$ cat src/rtl/ipcd_pkg.sv
// Shared constants, types and sine table for the inverse Park/Clarke PWM duty block.
package ipcd_pkg;

    localparam int SINE_TABLE_DEPTH = 1024;
    localparam int ANGLE_BITS       = 16;

    localparam int DEPTH_BITS = $clog2(SINE_TABLE_DEPTH);
    localparam int QUARTER    = SINE_TABLE_DEPTH / 4;
    localparam int QIDX_W     = DEPTH_BITS - 1;

    localparam int UQ_W       = 16;
    localparam int ANGLE_W    = 16;
    localparam int DUTY_W     = 16;
    localparam int OFFSET_W   = 16;
    localparam int SUPPLY_W   = 15;
    localparam int CFG_DATA_W = 16;
    localparam int CFG_IDX_W  = 2;
    localparam int IN_TDATA_W  = UQ_W + ANGLE_W;
    localparam int OUT_TDATA_W = 3 * DUTY_W;

    localparam logic [CFG_IDX_W-1:0] CFG_ZERO_OFFSET = 2'd0;
    localparam logic [CFG_IDX_W-1:0] CFG_SUPPLY      = 2'd1;
    localparam logic [CFG_IDX_W-1:0] CFG_CLAMP_EN    = 2'd2;

    localparam logic [SUPPLY_W-1:0] SUPPLY_RESET = 15'd12288;

    localparam int SINE_W    = 16;
    localparam int PROD_W    = 32;
    localparam int P_W       = 48;
    localparam int H_W       = 35;
    localparam int REM_W     = SUPPLY_W + DUTY_W;
    localparam int DIV_BITS  = DUTY_W;
    localparam int FE_STAGES = 5;

    localparam logic signed [18:0] SQRT3_Q16 = 19'sd113512;

    localparam longint unsigned Q_STEP = 64'h1_0000_0000 / SINE_TABLE_DEPTH;

    typedef logic [SINE_W-1:0] t_sine_rom [0:QUARTER];

    typedef struct packed {
        logic signed [H_W-1:0] h_c;
        logic signed [H_W-1:0] h_b;
        logic signed [H_W-1:0] h_a;
    } t_phase_h;

    typedef struct packed {
        logic [DUTY_W-1:0] duty_c;
        logic [DUTY_W-1:0] duty_b;
        logic [DUTY_W-1:0] duty_a;
    } t_duty;

    function automatic longint unsigned quarter_sine(input longint unsigned q);
        longint unsigned x2;
        longint unsigned s;
        x2 = (q * q) >> 30;
        s  = 64'd172273;
        s  = 64'd5026995 - ((s * x2) >> 30);
        s  = 64'd85569306 - ((s * x2) >> 30);
        s  = 64'd693598668 - ((s * x2) >> 30);
        s  = 64'd1686629713 - ((s * x2) >> 30);
        return (s * q) >> 30;
    endfunction

    function automatic t_sine_rom build_sine_rom();
        t_sine_rom       rom;
        longint unsigned r;
        int              i;
        for (i = 0; i <= QUARTER; i++) begin
            r = (quarter_sine(64'(i) * Q_STEP) + 64'd16384) >> 15;
            if (r > 64'd32768) begin
                r = 64'd32768;
            end
            rom[i] = SINE_W'(r);
        end
        return rom;
    endfunction

    localparam t_sine_rom SINE_ROM = build_sine_rom();

endpackage

$ cat src/rtl/ipcd_div.sv
// Pipelined clamp and restoring divide by supply, one quotient bit per stage, three lanes.
module ipcd_div (
    input  logic                           i_clk,
    input  logic                           i_rst_n,
    input  logic [ipcd_pkg::SUPPLY_W-1:0]  i_supply,
    input  logic                           i_valid,
    output logic                           o_ready,
    input  ipcd_pkg::t_phase_h             i_h,
    output logic                           o_valid,
    input  logic                           i_ready,
    output ipcd_pkg::t_duty                o_duty
);
    import ipcd_pkg::*;

    logic [DIV_BITS:0]     r_v;
    logic [DIV_BITS:0]     w_en;
    logic [REM_W-1:0]      r_rem [0:2][0:DIV_BITS-1];
    logic [DUTY_W-1:0]     r_q   [0:2][0:DIV_BITS-1];
    logic                  r_sat [0:2][0:DIV_BITS-1];
    logic [DUTY_W-1:0]     r_duty [0:2];
    logic signed [H_W-1:0] w_h [0:2];
    logic [REM_W-1:0]      w_top;

    assign w_h[0] = i_h.h_a;
    assign w_h[1] = i_h.h_b;
    assign w_h[2] = i_h.h_c;
    assign w_top  = {i_supply, {DUTY_W{1'b0}}};

    always_comb begin
        w_en[DIV_BITS] = !r_v[DIV_BITS] || i_ready;
        for (int i = DIV_BITS - 1; i >= 0; i--) begin
            w_en[i] = !r_v[i] || w_en[i+1];
        end
    end

    assign o_ready = w_en[0];
    assign o_valid = r_v[DIV_BITS];

    always_ff @(posedge i_clk) begin
        if (!i_rst_n) begin
            r_v <= '0;
        end else begin
            if (w_en[0]) begin
                r_v[0] <= i_valid;
            end
            for (int i = 1; i <= DIV_BITS; i++) begin
                if (w_en[i]) begin
                    r_v[i] <= r_v[i-1];
                end
            end
        end
    end

    for (genvar l = 0; l < 3; l++) begin : g_lane
        // clamp to 0..supply*2^16, flag the full-scale case
        always_ff @(posedge i_clk) begin
            if (w_en[0]) begin
                r_q[l][0] <= '0;
                if (w_h[l] < 0) begin
                    r_rem[l][0] <= '0;
                    r_sat[l][0] <= 1'b0;
                end else if (w_h[l] >= $signed({{(H_W-REM_W){1'b0}}, w_top})) begin
                    r_rem[l][0] <= w_top;
                    r_sat[l][0] <= 1'b1;
                end else begin
                    r_rem[l][0] <= w_h[l][REM_W-1:0];
                    r_sat[l][0] <= 1'b0;
                end
            end
        end

        for (genvar j = 1; j <= DIV_BITS; j++) begin : g_step
            logic [REM_W-1:0] w_d;
            logic             w_ge;
            assign w_d  = REM_W'(i_supply) << (DIV_BITS - j);
            assign w_ge = r_rem[l][j-1] >= w_d;
            if (j < DIV_BITS) begin : g_mid
                always_ff @(posedge i_clk) begin
                    if (w_en[j]) begin
                        r_rem[l][j] <= w_ge ? r_rem[l][j-1] - w_d : r_rem[l][j-1];
                        r_q[l][j]   <= {r_q[l][j-1][DUTY_W-2:0], w_ge};
                        r_sat[l][j] <= r_sat[l][j-1];
                    end
                end
            end else begin : g_last
                always_ff @(posedge i_clk) begin
                    if (w_en[j]) begin
                        if (i_supply == '0) begin
                            r_duty[l] <= '0;
                        end else if (r_sat[l][j-1]) begin
                            r_duty[l] <= '1;
                        end else begin
                            r_duty[l] <= {r_q[l][j-1][DUTY_W-2:0], w_ge};
                        end
                    end
                end
            end
        end
    end

    assign o_duty.duty_a = r_duty[0];
    assign o_duty.duty_b = r_duty[1];
    assign o_duty.duty_c = r_duty[2];

endmodule

$ cat config.mk
export PLATFORM = sky130hd
export DESIGN_NAME = ipcd_div
export DESIGN_NICKNAME = d
export VERILOG_FILES = /design/src/rtl/ipcd_pkg.sv /design/src/rtl/ipcd_div.sv
export SDC_FILE = /design/constraint.sdc
export NUM_CORES = 2
export LEC_CHECK = 0
export ABC_AREA = 1
export BUFFER_PORTS_ARGS = -buffer_cell sky130_fd_sc_hd__buf_2
export CORE_UTILIZATION = 30
export DETAILED_ROUTE_END_ITERATION = 12
export GPL_TIMING_DRIVEN = 0
export PLACE_DENSITY = 0.49
export SLEW_MARGIN = 20
export SYNTH_ARGS = -nofsm -noshare
export SYNTH_HDL_FRONTEND = slang
export SYNTH_SLANG_ARGS = --single-unit
$ cat constraint.sdc
create_clock -name i_clk -period 15.95 [get_ports i_clk]
set_input_delay 3.19 -clock i_clk [delete_from_list [all_inputs] [get_ports i_clk]]
set_output_delay 3.19 -clock i_clk [all_outputs]
set_load 0.05 [all_outputs]
==> impl_metrics.toml <==
[status]
status = "completed"

[floorplanning]
dieWidth_um = 621
rows = 226
die_area_sq_um = 385000
coreArea_sq_um = 380000
pin_count = 174
die_h_um = 621
start_util_pct = 30.2

[layout]
design_area_sq_um = 131000
drive_gt1_share_pct = 6.37
final_cell_mix = "nand2_1 (2367), edfxtp_1 (1944), inv_1 (1230)"
syn_to_final_growth_pct = 13.8
final_common_cell = "nand2_1"
fillers = 38916
final_net_count = 13562

[routing]
ant_nets = 0
dr.pass1.iters = 7
wl_per_cell_um = 17.2
dr.first_iter.drc_count = 4911
num_vias = 84260
wirelength_um = 306000
routed_via_density = 4.72
route.detailed.drc = 0

[sta]
hold_viol = 0
fmax_mhz = 93.2
rsz0062_at_grt = "false"
slew_viol_final = 0
setup_viol = 0
period_needed_ps = 10730
skew_ps = 56.9
slew_headroom_pct = 21.8
worst_pin_slew_ps = 1160
hold_slack_ps = 406
timing.final.crit_share_pct = 67.3

[power]
power_density_nw_per_um2 = 181
p_total_mw = 23.7
irDropWorstVdd_uv = 90.0
p_leak_nw = 52.3

[min_path]
hold_class = "flip-flop to flip-flop"

[synth]
yosysSeqAreaShare_pct = 51.1
syn_nets = 13113
synth-warning-count = 0
ys_ff_latch = 1961
ys_types = 67
netlist_instances = 12179
synth-async-reset-ratio_pct = 0
syn-cell-area_sq_um = 115000
syn_avg_cell_area_sq_um = 9.43
synthFlopType = "edfxtp_1"
synth_edf_count = 1944

[cts]
cts_tree = "built"
clk_path_buf_depth = 4
clkLatencyLatePin_ps = 910
htree_levels = 4
numCtsBuffers = 225
hold_buffers = 0
ctsResizeCount = 0
cts_setup_buffers = 0
clk_pin_slew_ps = 60
cts_root_buffer = "clkbuf_16"
cts_sinks = 1961

[worst_setup_path]
startpoint_type = "primary input"
crit_fanout = 36
worstPathArrival_ps = 7540
required_ps = 12760
critPathKind = "primary input to output pin"
end_kind = "output pin"

[global_routing]
grt_pass1_vias = 83840
grt_use_total_pct = 15.6
grt_antenna_before_repair = 4
grt_pass1_wl_um = 471000
grt_max_degree = 101
overflow = 0

[placed_design]
place_area_sq_um = 123000
port_buffers = 173
gp_congestion = 0.882
place_hpwl_um = 238000

[job]
drv_cap = 0
power by group:
group | total [mW] | leakage (nW) | internal (mW) | switching, mW
Combinational | 9.49 | 28.1 | 3.66 | 5.83
Sequential | 9.12 | 20.7 | 7.97 | 1.14
Clock | 5.11 | 3.54 | 2.97 | 2.14
routing by layer:
| layer | track usage (%) | part of all wire [%] |
|---|---|---|
| met1 | 20.7 | 47 |
| met4 | 6.27 | 4.2 |
| met3 | 1.76 | 3.4 |
| met5 | 0 | 0 |
| met2 | 25.8 | 45 |
state kept, by name (all words and copies together) (netlist names):
name,count
r_sat,48
r_v,17
r_rem,1488
r_duty,48
r_q,360
synth_stat cells (27+ instances only):
cell type / n / area (sq um)
nand2_1: 2372 / 8900
edfxtp_1: 1944 / 58400
inv_1: 1251 / 4700
nor2_1: 1218 / 4570
o21ai_0: 1071 / 5360
a21oi_1: 900 / 4500
ha_1: 765 / 9570
nand3_1: 437 / 2190
xnor2_1: 410 / 3590
xor2_1: 344 / 3010
nor3_1: 212 / 1060
nor4_1: 200 / 1250
nand4_1: 171 / 1070
or2_2: 118 / 738
clkbuf_1: 89 / 334
a21o_1: 71 / 533
a31oi_1: 71 / 444
buf_2: 63 / 315
fa_1: 45 / 901
nand3b_1: 45 / 338
o211ai_1: 39 / 293
a21boi_0: 35 / 263
o2111ai_1: 34 / 298
o21a_1: 30 / 225
o21ai_1: 27 / 135
o21bai_1: 27 / 203
critical path, cell delays in order:
cell and delay (ps):
buf_2 100, inv_1 130, nand3_4 470, nor2_2 490, nand4_4 480, nor2_4 420, nand4_4 310, nor2_4 270
nand4_4 530, buf_12 420, nor2_4 300, nand3_1 130, buf_2 240
cell type report:
cell class                 count  area [sq um]  share of cell area (%)
tap                         5016          6280                    4.80
multi-input combinational   8789         50700                    38.8
buffer                       167           756                   0.578
clock inverter               146          1380                    1.05
sequential                  1961         58700                    44.9
antenna                        1          2.50                 0.00191
timing repair buffer         222          2110                    1.62
inverter                    1262          4850                    3.71
clock buffer                 271          5900                    4.51
cell families (layout without fill, tap and decap cells):
logic type	Yosys count	in the layout	share of synthesized area (%)
DFF	1961	1961	51.1
xor gates and xnor gates	754	754	5.75
buffers and inverters	1429	2068	4.78
other	0	1	0
adders and majority gates	810	810	9.12
and+or+nand+nor	4840	4840	18.0
AOI/OAI and AO/OA	2385	2385	11.3
worst paths after layout:
kind / startpoint / cells after the start / to / slack [ps]
hold / removal: r_q[0][192]$_DFFE_PP_ / 0 / r_q[0][177]$_DFFE_PP_ / 410
setup / recovery: i_ready / 13 / o_ready / 5220
hold reg to reg: r_q[0][192]$_DFFE_PP_ / 0 / r_q[0][177]$_DFFE_PP_ / 410
setup reg to reg: r_v[16]$_SDFFE_PN0P_ / 13 / r_rem[2][491]$_SDFFCE_PN0P_ / 10440
stage by stage:
stage                     utilization, %  setup slack, ps  setup TNS [ps]  cells
after detailed placement            32.5             5020               0  17417
final                               34.4             5220               0  17835
after global routing                34.4             4780               0  17834
after CTS                           34.4             5020               0  17834
after floorplan                        -             1080               0  12179
after global placement              32.1            -4650        -2874780  17368
(Power assumes the default switching activity.)
